## src/sv/mrpl_pkg.sv

```systemverilog
// Shared types and constants for the mesh replay protection list.
// No dependencies; used by every module and the checker.
package mrpl_pkg;

    localparam int CMD_W       = 2;
    localparam int VERDICT_W   = 2;
    localparam int ADDR_W      = 16;
    localparam int EPOCH_W     = 32;
    localparam int SEQ_IN_W    = 32;
    localparam int SRC_W       = 15;
    localparam int SEQ_W       = 24;
    localparam int COUNT_W     = 32;
    localparam int LIST_SIZE_W = 6;
    localparam int S_DATA_W    = ADDR_W + EPOCH_W + SEQ_IN_W;

    localparam logic [CMD_W-1:0] CMD_PEEK   = 2'd0;
    localparam logic [CMD_W-1:0] CMD_CHECK  = 2'd1;
    localparam logic [CMD_W-1:0] CMD_CLEAR  = 2'd2;
    localparam logic [CMD_W-1:0] CMD_UNUSED = 2'd3;

    localparam logic [VERDICT_W-1:0] VERDICT_ACCEPT = 2'd0;
    localparam logic [VERDICT_W-1:0] VERDICT_REPLAY = 2'd1;
    localparam logic [VERDICT_W-1:0] VERDICT_REJECT = 2'd2;
    localparam logic [VERDICT_W-1:0] VERDICT_NONE   = 2'd3;

    localparam logic [ADDR_W-1:0]      SRC_MIN         = 16'h0001;
    localparam logic [ADDR_W-1:0]      SRC_MAX         = 16'h7fff;
    localparam logic [SEQ_IN_W-1:0]    SEQ_MAX         = 32'h00ff_ffff;
    localparam logic [LIST_SIZE_W-1:0] LIST_SIZE_RESET = 6'd32;

    // One table record as stored in the entry memory.
    typedef struct packed {
        logic               valid;
        logic [SRC_W-1:0]   source;
        logic [EPOCH_W-1:0] epoch;
        logic [SEQ_W-1:0]   seq_num;
    } entry_t;

    // Per-entry classification from the shared compare unit.
    typedef struct packed {
        logic free;
        logic match;
        logic newer;
        logic stale;
    } eval_t;

endpackage

```

## src/sv/mesh_replay_protection_list_unit.sv

```systemverilog
// Top level of the mesh replay protection list: request sequencer and drop counter.
// Depends on mrpl_pkg, mrpl_ram and mrpl_eval.

// Replay protection list for mesh network packets. Each request on the slave
// stream (command in tuser, source/IV/sequence in tdata) yields exactly one
// result on the master stream (verdict in tuser, drop counter in tdata). The
// table lives in a single-port-read memory and is walked one entry per cycle
// by a shared compare unit, so a peek or check scans list_size_in_use entries
// (stopping early when the source is found); invalid, disabled and
// unused-command requests skip the scan. A clear walks all ENTRIES records.
// After reset the same clearing pass runs with s_axis_tready low; cfg writes
// are taken during it. The block holds one request at a time; a finished
// result sits in the output register so the next request can be taken while
// the sink stalls. The user must write list_size only while the block is
// idle; the block itself does not enforce it. Values above ENTRIES act as
// ENTRIES, zero rejects every peek and check.
module mesh_replay_protection_list_unit #(
    parameter int ENTRIES = 32
) (
    input  logic                                clk,
    input  logic                                rst_n,
    input  logic                                s_axis_tvalid,
    output logic                                s_axis_tready,
    // [15:0] source_address, [47:16] iv_epoch, [79:48] sequence_number
    input  logic [mrpl_pkg::S_DATA_W-1:0]       s_axis_tdata,
    // [1:0] command
    input  logic [mrpl_pkg::CMD_W-1:0]          s_axis_tuser,
    output logic                                m_axis_tvalid,
    input  logic                                m_axis_tready,
    // [31:0] drop_count
    output logic [mrpl_pkg::COUNT_W-1:0]        m_axis_tdata,
    // [1:0] verdict
    output logic [mrpl_pkg::VERDICT_W-1:0]      m_axis_tuser,
    input  logic                                cfg_wr_en,
    input  logic [mrpl_pkg::LIST_SIZE_W-1:0]    cfg_wr_data
);

    localparam int IDX_W = (ENTRIES > 1) ? $clog2(ENTRIES) : 1;
    localparam int CNT_W = $clog2(ENTRIES + 1);
    localparam int SZ_W  = (CNT_W > mrpl_pkg::LIST_SIZE_W) ? CNT_W : mrpl_pkg::LIST_SIZE_W;

    typedef enum logic [3:0] {
        ST_IDLE   = 4'b0001,
        ST_CLEAR  = 4'b0010,
        ST_SCAN   = 4'b0100,
        ST_FINISH = 4'b1000
    } state_t;

    // control state
    state_t                                 state_reg, state_next;
    logic [mrpl_pkg::LIST_SIZE_W-1:0]       list_size_reg, list_size_next;
    logic [mrpl_pkg::COUNT_W-1:0]           drop_reg, drop_next;
    logic [IDX_W-1:0]                       clear_cnt_reg, clear_cnt_next;
    logic                                   clear_out_reg, clear_out_next;
    logic                                   out_valid_reg, out_valid_next;

    // request and scan payload
    logic [mrpl_pkg::CMD_W-1:0]             req_cmd_reg, req_cmd_next;
    logic [mrpl_pkg::SRC_W-1:0]             req_src_reg, req_src_next;
    logic [mrpl_pkg::EPOCH_W-1:0]           req_iv_reg, req_iv_next;
    logic [mrpl_pkg::SEQ_W-1:0]             req_seq_reg, req_seq_next;
    logic [IDX_W-1:0]                       ev_idx_reg, ev_idx_next;
    logic                                   free_found_reg, free_found_next;
    logic [IDX_W-1:0]                       free_idx_reg, free_idx_next;
    logic                                   stale_found_reg, stale_found_next;
    logic [IDX_W-1:0]                       stale_idx_reg, stale_idx_next;
    logic [IDX_W-1:0]                       where_reg, where_next;
    logic                                   commit_reg, commit_next;
    logic [mrpl_pkg::VERDICT_W-1:0]         verdict_reg, verdict_next;
    logic [mrpl_pkg::VERDICT_W-1:0]         out_verdict_reg, out_verdict_next;
    logic [mrpl_pkg::COUNT_W-1:0]           out_drop_reg, out_drop_next;

    // incoming fields
    logic [mrpl_pkg::ADDR_W-1:0]            in_src;
    logic [mrpl_pkg::EPOCH_W-1:0]           in_iv;
    logic [mrpl_pkg::SEQ_IN_W-1:0]          in_seq;
    logic [mrpl_pkg::CMD_W-1:0]             in_cmd;
    logic                                   in_ok;

    logic [SZ_W-1:0]                        list_ext;
    logic [SZ_W-1:0]                        eff_size;
    logic [SZ_W-1:0]                        idx_plus1;
    logic                                   scan_last;
    logic                                   clear_last;
    logic                                   is_check;

    logic                                   ram_wr_en;
    logic [IDX_W-1:0]                       ram_wr_addr;
    mrpl_pkg::entry_t                       ram_wr_data;
    logic                                   ram_rd_en;
    logic [IDX_W-1:0]                       ram_rd_addr;
    mrpl_pkg::entry_t                       ram_rd_data;
    mrpl_pkg::entry_t                       new_entry;
    mrpl_pkg::eval_t                        ev;

    logic                                   free_any, stale_any;
    logic [IDX_W-1:0]                       free_pick, stale_pick;

    assign in_src = s_axis_tdata[15:0];
    assign in_iv  = s_axis_tdata[47:16];
    assign in_seq = s_axis_tdata[79:48];
    assign in_cmd = s_axis_tuser;

    // size in use saturates at the table depth
    assign list_ext  = SZ_W'(list_size_reg);
    assign eff_size  = (list_ext > SZ_W'(ENTRIES)) ? SZ_W'(ENTRIES) : list_ext;
    assign in_ok     = (in_src >= mrpl_pkg::SRC_MIN) && (in_src <= mrpl_pkg::SRC_MAX) &&
                       (in_seq <= mrpl_pkg::SEQ_MAX) && (eff_size != '0);
    assign idx_plus1  = SZ_W'(ev_idx_reg) + SZ_W'(1);
    assign scan_last  = (idx_plus1 == eff_size);
    assign clear_last = (clear_cnt_reg == IDX_W'(ENTRIES - 1));
    assign is_check   = (req_cmd_reg == mrpl_pkg::CMD_CHECK);

    assign new_entry.valid   = 1'b1;
    assign new_entry.source  = req_src_reg;
    assign new_entry.epoch   = req_iv_reg;
    assign new_entry.seq_num = req_seq_reg;

    mrpl_ram #(
        .DEPTH (ENTRIES),
        .IDX_W (IDX_W)
    ) u_ram (
        .clk     (clk),
        .wr_en   (ram_wr_en),
        .wr_addr (ram_wr_addr),
        .wr_data (ram_wr_data),
        .rd_en   (ram_rd_en),
        .rd_addr (ram_rd_addr),
        .rd_data (ram_rd_data)
    );

    mrpl_eval u_eval (
        .entry      (ram_rd_data),
        .req_source (req_src_reg),
        .req_epoch  (req_iv_reg),
        .req_seq    (req_seq_reg),
        .result     (ev)
    );

    // first free and first stale slot seen so far, including this entry
    assign free_any   = free_found_reg || ev.free;
    assign free_pick  = free_found_reg ? free_idx_reg : ev_idx_reg;
    assign stale_any  = stale_found_reg || ev.stale;
    assign stale_pick = stale_found_reg ? stale_idx_reg : ev_idx_reg;

    assign s_axis_tready = (state_reg == ST_IDLE);

    always_comb
    begin
        state_next       = state_reg;
        list_size_next   = cfg_wr_en ? cfg_wr_data : list_size_reg;
        drop_next        = drop_reg;
        clear_cnt_next   = clear_cnt_reg;
        clear_out_next   = clear_out_reg;
        out_valid_next   = out_valid_reg && !m_axis_tready;
        req_cmd_next     = req_cmd_reg;
        req_src_next     = req_src_reg;
        req_iv_next      = req_iv_reg;
        req_seq_next     = req_seq_reg;
        ev_idx_next      = ev_idx_reg;
        free_found_next  = free_found_reg;
        free_idx_next    = free_idx_reg;
        stale_found_next = stale_found_reg;
        stale_idx_next   = stale_idx_reg;
        where_next       = where_reg;
        commit_next      = commit_reg;
        verdict_next     = verdict_reg;
        out_verdict_next = out_verdict_reg;
        out_drop_next    = out_drop_reg;
        ram_wr_en        = 1'b0;
        ram_wr_addr      = where_reg;
        ram_wr_data      = new_entry;
        ram_rd_en        = 1'b0;
        ram_rd_addr      = '0;

        case (state_reg)
            ST_IDLE:
            begin
                if (s_axis_tvalid)
                begin
                    req_cmd_next = in_cmd;
                    req_src_next = in_src[mrpl_pkg::SRC_W-1:0];
                    req_iv_next  = in_iv;
                    req_seq_next = in_seq[mrpl_pkg::SEQ_W-1:0];
                    commit_next  = 1'b0;
                    case (in_cmd)
                        mrpl_pkg::CMD_CLEAR:
                        begin
                            clear_cnt_next = '0;
                            clear_out_next = 1'b1;
                            state_next     = ST_CLEAR;
                        end
                        mrpl_pkg::CMD_PEEK, mrpl_pkg::CMD_CHECK:
                        begin
                            if (in_ok)
                            begin
                                // entry 0 is read now, evaluated next cycle
                                ram_rd_en        = 1'b1;
                                ram_rd_addr      = '0;
                                ev_idx_next      = '0;
                                free_found_next  = 1'b0;
                                stale_found_next = 1'b0;
                                state_next       = ST_SCAN;
                            end
                            else
                            begin
                                verdict_next = mrpl_pkg::VERDICT_REJECT;
                                state_next   = ST_FINISH;
                            end
                        end
                        default:
                        begin
                            verdict_next = mrpl_pkg::VERDICT_REJECT;
                            state_next   = ST_FINISH;
                        end
                    endcase
                end
            end

            ST_CLEAR:
            begin
                ram_wr_en      = 1'b1;
                ram_wr_addr    = clear_cnt_reg;
                ram_wr_data    = '0;
                clear_cnt_next = clear_cnt_reg + IDX_W'(1);
                if (clear_last)
                begin
                    drop_next   = '0;
                    commit_next = 1'b0;
                    if (clear_out_reg)
                    begin
                        verdict_next = mrpl_pkg::VERDICT_ACCEPT;
                        state_next   = ST_FINISH;
                    end
                    else
                    begin
                        state_next = ST_IDLE;
                    end
                end
            end

            ST_SCAN:
            begin
                if (ev.match)
                begin
                    verdict_next = ev.newer ? mrpl_pkg::VERDICT_ACCEPT : mrpl_pkg::VERDICT_REPLAY;
                    where_next   = ev_idx_reg;
                    commit_next  = is_check && ev.newer;
                    state_next   = ST_FINISH;
                end
                else
                begin
                    free_found_next  = free_any;
                    free_idx_next    = free_pick;
                    stale_found_next = stale_any;
                    stale_idx_next   = stale_pick;
                    if (scan_last)
                    begin
                        state_next = ST_FINISH;
                        if (free_any)
                        begin
                            verdict_next = mrpl_pkg::VERDICT_ACCEPT;
                            where_next   = free_pick;
                            commit_next  = is_check;
                        end
                        else if (stale_any)
                        begin
                            verdict_next = mrpl_pkg::VERDICT_ACCEPT;
                            where_next   = stale_pick;
                            commit_next  = is_check;
                        end
                        else
                        begin
                            // table full: counted for peek and check alike
                            verdict_next = mrpl_pkg::VERDICT_REJECT;
                            commit_next  = 1'b0;
                            drop_next    = drop_reg + mrpl_pkg::COUNT_W'(1);
                        end
                    end
                    else
                    begin
                        ev_idx_next = ev_idx_reg + IDX_W'(1);
                        ram_rd_en   = 1'b1;
                        ram_rd_addr = ev_idx_reg + IDX_W'(1);
                    end
                end
            end

            ST_FINISH:
            begin
                // write repeats harmlessly while the output register is busy
                ram_wr_en = commit_reg;
                if (!out_valid_reg || m_axis_tready)
                begin
                    out_valid_next   = 1'b1;
                    out_verdict_next = verdict_reg;
                    out_drop_next    = drop_reg;
                    state_next       = ST_IDLE;
                end
            end

            default:
            begin
                state_next = ST_IDLE;
            end
        endcase
    end

    always_ff @(posedge clk or negedge rst_n)
    begin
        if (!rst_n)
        begin
            state_reg     <= ST_CLEAR;
            list_size_reg <= mrpl_pkg::LIST_SIZE_RESET;
            drop_reg      <= '0;
            clear_cnt_reg <= '0;
            clear_out_reg <= 1'b0;
            out_valid_reg <= 1'b0;
        end
        else
        begin
            state_reg     <= state_next;
            list_size_reg <= list_size_next;
            drop_reg      <= drop_next;
            clear_cnt_reg <= clear_cnt_next;
            clear_out_reg <= clear_out_next;
            out_valid_reg <= out_valid_next;
        end
    end

    always_ff @(posedge clk)
    begin
        req_cmd_reg     <= req_cmd_next;
        req_src_reg     <= req_src_next;
        req_iv_reg      <= req_iv_next;
        req_seq_reg     <= req_seq_next;
        ev_idx_reg      <= ev_idx_next;
        free_found_reg  <= free_found_next;
        free_idx_reg    <= free_idx_next;
        stale_found_reg <= stale_found_next;
        stale_idx_reg   <= stale_idx_next;
        where_reg       <= where_next;
        commit_reg      <= commit_next;
        verdict_reg     <= verdict_next;
        out_verdict_reg <= out_verdict_next;
        out_drop_reg    <= out_drop_next;
    end

    assign m_axis_tvalid = out_valid_reg;
    assign m_axis_tdata  = out_drop_reg;
    assign m_axis_tuser  = out_verdict_reg;

endmodule

```

## src/sv/mrpl_ram.sv

```systemverilog
// Entry memory of the replay list: one write port, one registered read port.
// Depends on mrpl_pkg (entry_t).
module mrpl_ram #(
    parameter int DEPTH = 32,
    parameter int IDX_W = 5
) (
    input  logic                  clk,
    input  logic                  wr_en,
    input  logic [IDX_W-1:0]      wr_addr,
    input  mrpl_pkg::entry_t      wr_data,
    input  logic                  rd_en,
    input  logic [IDX_W-1:0]      rd_addr,
    output mrpl_pkg::entry_t      rd_data
);

    mrpl_pkg::entry_t mem [DEPTH];
    mrpl_pkg::entry_t rd_data_reg;

    always_ff @(posedge clk)
    begin
        if (wr_en)
        begin
            mem[wr_addr] <= wr_data;
        end
        if (rd_en)
        begin
            rd_data_reg <= mem[rd_addr];
        end
    end

    assign rd_data = rd_data_reg;

endmodule

```

## src/sv/mrpl_eval.sv

```systemverilog
// Shared compare unit: classifies one stored record against the request.
// Depends on mrpl_pkg (entry_t, eval_t).
module mrpl_eval (
    input  mrpl_pkg::entry_t                  entry,
    input  logic [mrpl_pkg::SRC_W-1:0]        req_source,
    input  logic [mrpl_pkg::EPOCH_W-1:0]      req_epoch,
    input  logic [mrpl_pkg::SEQ_W-1:0]        req_seq,
    output mrpl_pkg::eval_t                   result
);

    logic [mrpl_pkg::EPOCH_W:0] epoch_plus1;

    // 33-bit sum so a record at the top IV never wraps into looking stale
    assign epoch_plus1 = {1'b0, entry.epoch} + {{mrpl_pkg::EPOCH_W{1'b0}}, 1'b1};

    always_comb
    begin
        result.free  = !entry.valid;
        result.match = entry.valid && (entry.source == req_source);
        if (req_epoch != entry.epoch)
        begin
            result.newer = req_epoch > entry.epoch;
        end
        else
        begin
            result.newer = req_seq > entry.seq_num;
        end
        result.stale = entry.valid && (epoch_plus1 < {1'b0, req_epoch});
    end

endmodule

```

## config.mk

```make
export PLATFORM = sky130hd
export DESIGN_NAME = mesh_replay_protection_list_unit
export DESIGN_NICKNAME = d
export VERILOG_FILES = /design/src/sv/mrpl_pkg.sv /design/src/sv/mesh_replay_protection_list_unit.sv /design/src/sv/mrpl_ram.sv /design/src/sv/mrpl_eval.sv
export SDC_FILE = /design/constraint.sdc
export NUM_CORES = 2
export LEC_CHECK = 0
export BUFFER_PORTS_ARGS = -buffer_cell sky130_fd_sc_hd__buf_2
export CORE_MARGIN = 2
export CORE_UTILIZATION = 30
export DETAILED_ROUTE_END_ITERATION = 7
export SYNTH_ARGS = -nofsm -noshare
export SYNTH_HDL_FRONTEND = slang
export SYNTH_SLANG_ARGS = --single-unit
```

## constraint.sdc

```tcl
create_clock -name clk -period 8.2 [get_ports clk]
set_input_delay 1.64 -clock clk [delete_from_list [all_inputs] [get_ports clk]]
set_output_delay 1.64 -clock clk [all_outputs]
set_load 0.05 [all_outputs]
```

==> flow_metrics.py <==
metrics = {
    "cts": {
        "clk_latency_ps": 930,
        "cts_root_buf": "clkbuf_16",
        "clk_path_buf_depth": 4,
        "clk_pin_slew_worst_paths_ps": 60,
        "cts_sinks": 2557,
        "cts_tree": "done",
        "htreeDepth": 5,
        "post_cts_buffers": 0,
        "ctsResizeCount": 0,
        "hold_buffers": 0,
        "cts_made_buffers": 277,
    },
    "place": {
        "place_ws_ps": 2557,
        "gp_congestion": 0.8336,
        "port_buffers": 128,
        "dp_hpwl_um": 172900,
    },
    "drt": {
        "first_pass_iters": 6,
        "drt-vias-per-instance": 5.587,
        "routed_wl_um": 335300,
        "routed-via-count": 66140,
        "antenna_left": 0,
        "drtIter0Drc": 9837,
        "drc": 0,
        "routedWlPerCell_um": 28.33,
    },
    "worst_setup_path": {
        "cpPeakStageDelay_ps": 820,
        "rr_endpoint": "u_ram.rd_data[35]$_DFFE_PP_",
        "slowest_stage": "buf_4",
        "cp_top_family": "buffers and inverters",
        "cp_max_fo": 126,
        "worstSetupEndpointType": "flip-flop",
        "crit_buf_inv": 3,
        "r2r-start": "ev_idx_reg[1]$_SDFFCE_PN0P_",
        "crit_arrival_ps": 6400,
        "r2r_cells": 12,
        "startpoint_type": "flip-flop",
        "path_cells": "ha_4 > inv_2 > nand4b_1 > mux2_2 > nand2_1 > a21oi_4 > buf_12 > buf_4 > nand2_1 > a32oi_1 > a31oi_1 > nor3_1",
        "regToRegSetupSlack_ps": 2430,
        "path_class": "reg2reg",
        "required_ps": 8830,
        "cp_common_cell": "nand2_1",
    },
    "sta": {
        "maxSlewHeadroom_pct": 4.712,
        "setup_viol": 0,
        "hold_viol_final": 0,
        "clock_skew_ps": 78.85,
        "rsz0062_at_grt": "no",
        "fin_crit_ps": 5774,
        "fin_ws_ps": 2426,
        "slew_viol_final": 0,
        "min_period_over_period_pct": 70.41,
        "fmax_ghz": 0.1732,
        "fin_tns_setup_ps": 0,
        "worst_pin_slew_ps": 1426,
    },
    "logic_synthesis": {
        "synthCells": 6928,
        "ys.flop_type": "edfxtp_1",
        "synth_cell_types": 95,
        "synth_edf_count": 2508,
        "netlist.area_leader.share_pct": 72.45,
        "ys_seq_elements": 2557,
        "syn_area_sq_um": 103900,
        "synth_warnings": 0,
        "ys_seq_area_share_pct": 73.63,
        "syn_avg_cell_area_sq_um": 15.00,
        "async_flop_share_pct": 1.916,
        "synth.largest_area_cell": "edfxtp_1",
        "syn_nets": 7114,
        "synthTopCellsByArea": "edfxtp_1, mux2i_1, nand2_1",
    },
    "layout": {
        "nets": 7259,
        "fill_cells": 32710,
        "area_growth_pct": 14.36,
        "most-common-layout-cells": "edfxtp_1, nand2_1, a21oi_1, mux2i_1, clkbuf_16",
        "final_common_cell": "edfxtp_1",
        "largest_reg_flops": 2304,
        "drive_gt1_share_pct": 13.46,
    },
    "power_and_ir_drop": {
        "power_density_nw_per_um2": 244.7,
        "leakage_nw": 37.40,
        "vdd_drop_max_mv": 0.2375,
    },
    "global_routing": {
        "grt_max_degree": 140,
        "overflow": 0,
        "antenna_found_initial": 20,
        "grt_pass1_vias": 63040,
        "grt_pass1_wl_um": 469800,
        "grt_use_total_pct": 18.51,
    },
    "floorplanning": {
        "rows": 216,
        "dieHeight_um": 592.6,
        "initial_utilization_pct": 30.10,
        "core_region_area_sq_um": 345400,
        "die_w_um": 592.6,
        "die-area_sq_um": 351200,
        "io_pins": 129,
    },
    "min_path": {
        "hp-start": "verdict_reg[0]$_DFFE_PP_",
        "hold_path_end": "m_axis_tuser[0]$_DFFE_PP_",
        "whs_path_depth": 0,
        "hold_class": "reg2reg",
    },
    "status": {
        "run_status": "finished, final reports clean",
    },
    "run": {
        "cap_violations": 0,
    },
}
==> Yosys cell counts (all sizes together) (101+ instances only) <==
cell type and n:
nand4 113, o22ai 123, edfxtp 2508, mux2 120, nand2 793, a31oi 114
o21ai 197, nand3 207, inv 126, clkbuf 256, buf 189, nor2 342
o211ai 101, a21oi 326, mux2i 318
==> worst max-delay path by stage <==
| stage | start | to | slack (ps) | depth (start not counted) |
|---|---|---|---|---|
| 3_3_place_gp | ev_idx_reg[1]$_SDFFCE_PN0P_ | u_ram.rd_data[40]$_DFFE_PP_ | 2410 | 12 |
| 6_report | ev_idx_reg[1]$_SDFFCE_PN0P_ | u_ram.rd_data[35]$_DFFE_PP_ | 2430 | 12 |
| 2_1_floorplan | state_reg[1]$_DFFE_PN1P_ | u_ram.mem[10][0]$_DFFE_PP_ | 2410 | 6 |
| 5_1_grt | u_ram.rd_data[24]$_DFFE_PP_ | drop_reg[31]$_DFFE_PN0P_ | 2050 | 18 |
| 4_1_cts | u_ram.rd_data[24]$_DFFE_PP_ | drop_reg[31]$_DFFE_PN0P_ | 2530 | 17 |
| 3_5_place_dp | ev_idx_reg[1]$_SDFFCE_PN0P_ | u_ram.rd_data[35]$_DFFE_PP_ | 2560 | 12 |
==> worst reg2reg max path: stages (launching register included) <==
cell	delay, ps
edfxtp_1	530
ha_4	760
inv_2	430
nand4b_1	230
mux2_2	180
nand2_1	380
a21oi_4	290
buf_12	650
buf_4	890
nand2_1	210
a32oi_1	230
a31oi_1	110
nor3_1	610
==> cell type report <==
cell class	instances	area [sq um]	share of cell area, %
sequential	2557	76540	64.39
multi-input combinational	3799	25570	21.51
timing repair buffer	311	2410	2.027
clock inverter	104	720.7	0.6063
inverter	127	484.2	0.4073
antenna	4	10.01	0.008420
tap	4578	5728	4.819
clock buffer	358	7406	6.230
==> per-stage QoR <==
stage,instances,instance area (sq um),util [%],hold slack [ps],power [mW]
global route,11840,118900,34.42,440.2,29.81
global placement,11370,110700,32.06,406.7,17.65
floorplan,6928,103900,-,400.3,16.82
finish,11840,118900,34.42,417.3,29.09
detailed placement,11370,110700,32.06,405.4,17.74
CTS,11830,118900,34.41,418.2,29.16
==> per-layer routing <==
layer / GRT usage (%) / vias to the layer above / share of wire, %
li1: - / 27350 / -
met1: 25.80 / 33940 / 41
met2: 28.75 / 4141 / 45
met3: 3.583 / 700 / 11
met4: 6.497 / 8 / 3.6
met5: 0 / - / 0.015
==> power by group <==
part	leakage (nW)	internal (mW)	total [mW]	switching [mW]
clock	3.97	6.62	11.6	4.96
sequential	23.3	15.5	15.6	0.173
combinational	10.2	0.331	1.88	1.55
==> kinds of logic (layout without fill, tap and decap cells) <==
family | after synthesis | after routing | share of synthesized area [%]
simple gates | 1755 | 1755 | 7.622
buf+inv | 572 | 900 | 2.368
flops | 2557 | 2557 | 73.63
xor+xnor | 53 | 53 | 0.4719
mux | 494 | 494 | 5.575
compound gates | 1404 | 1404 | 9.209
other cells | 0 | 4 | 0
fa+ha+maj | 93 | 93 | 1.119
No activity file was read; power rests on OpenSTA's default activity.
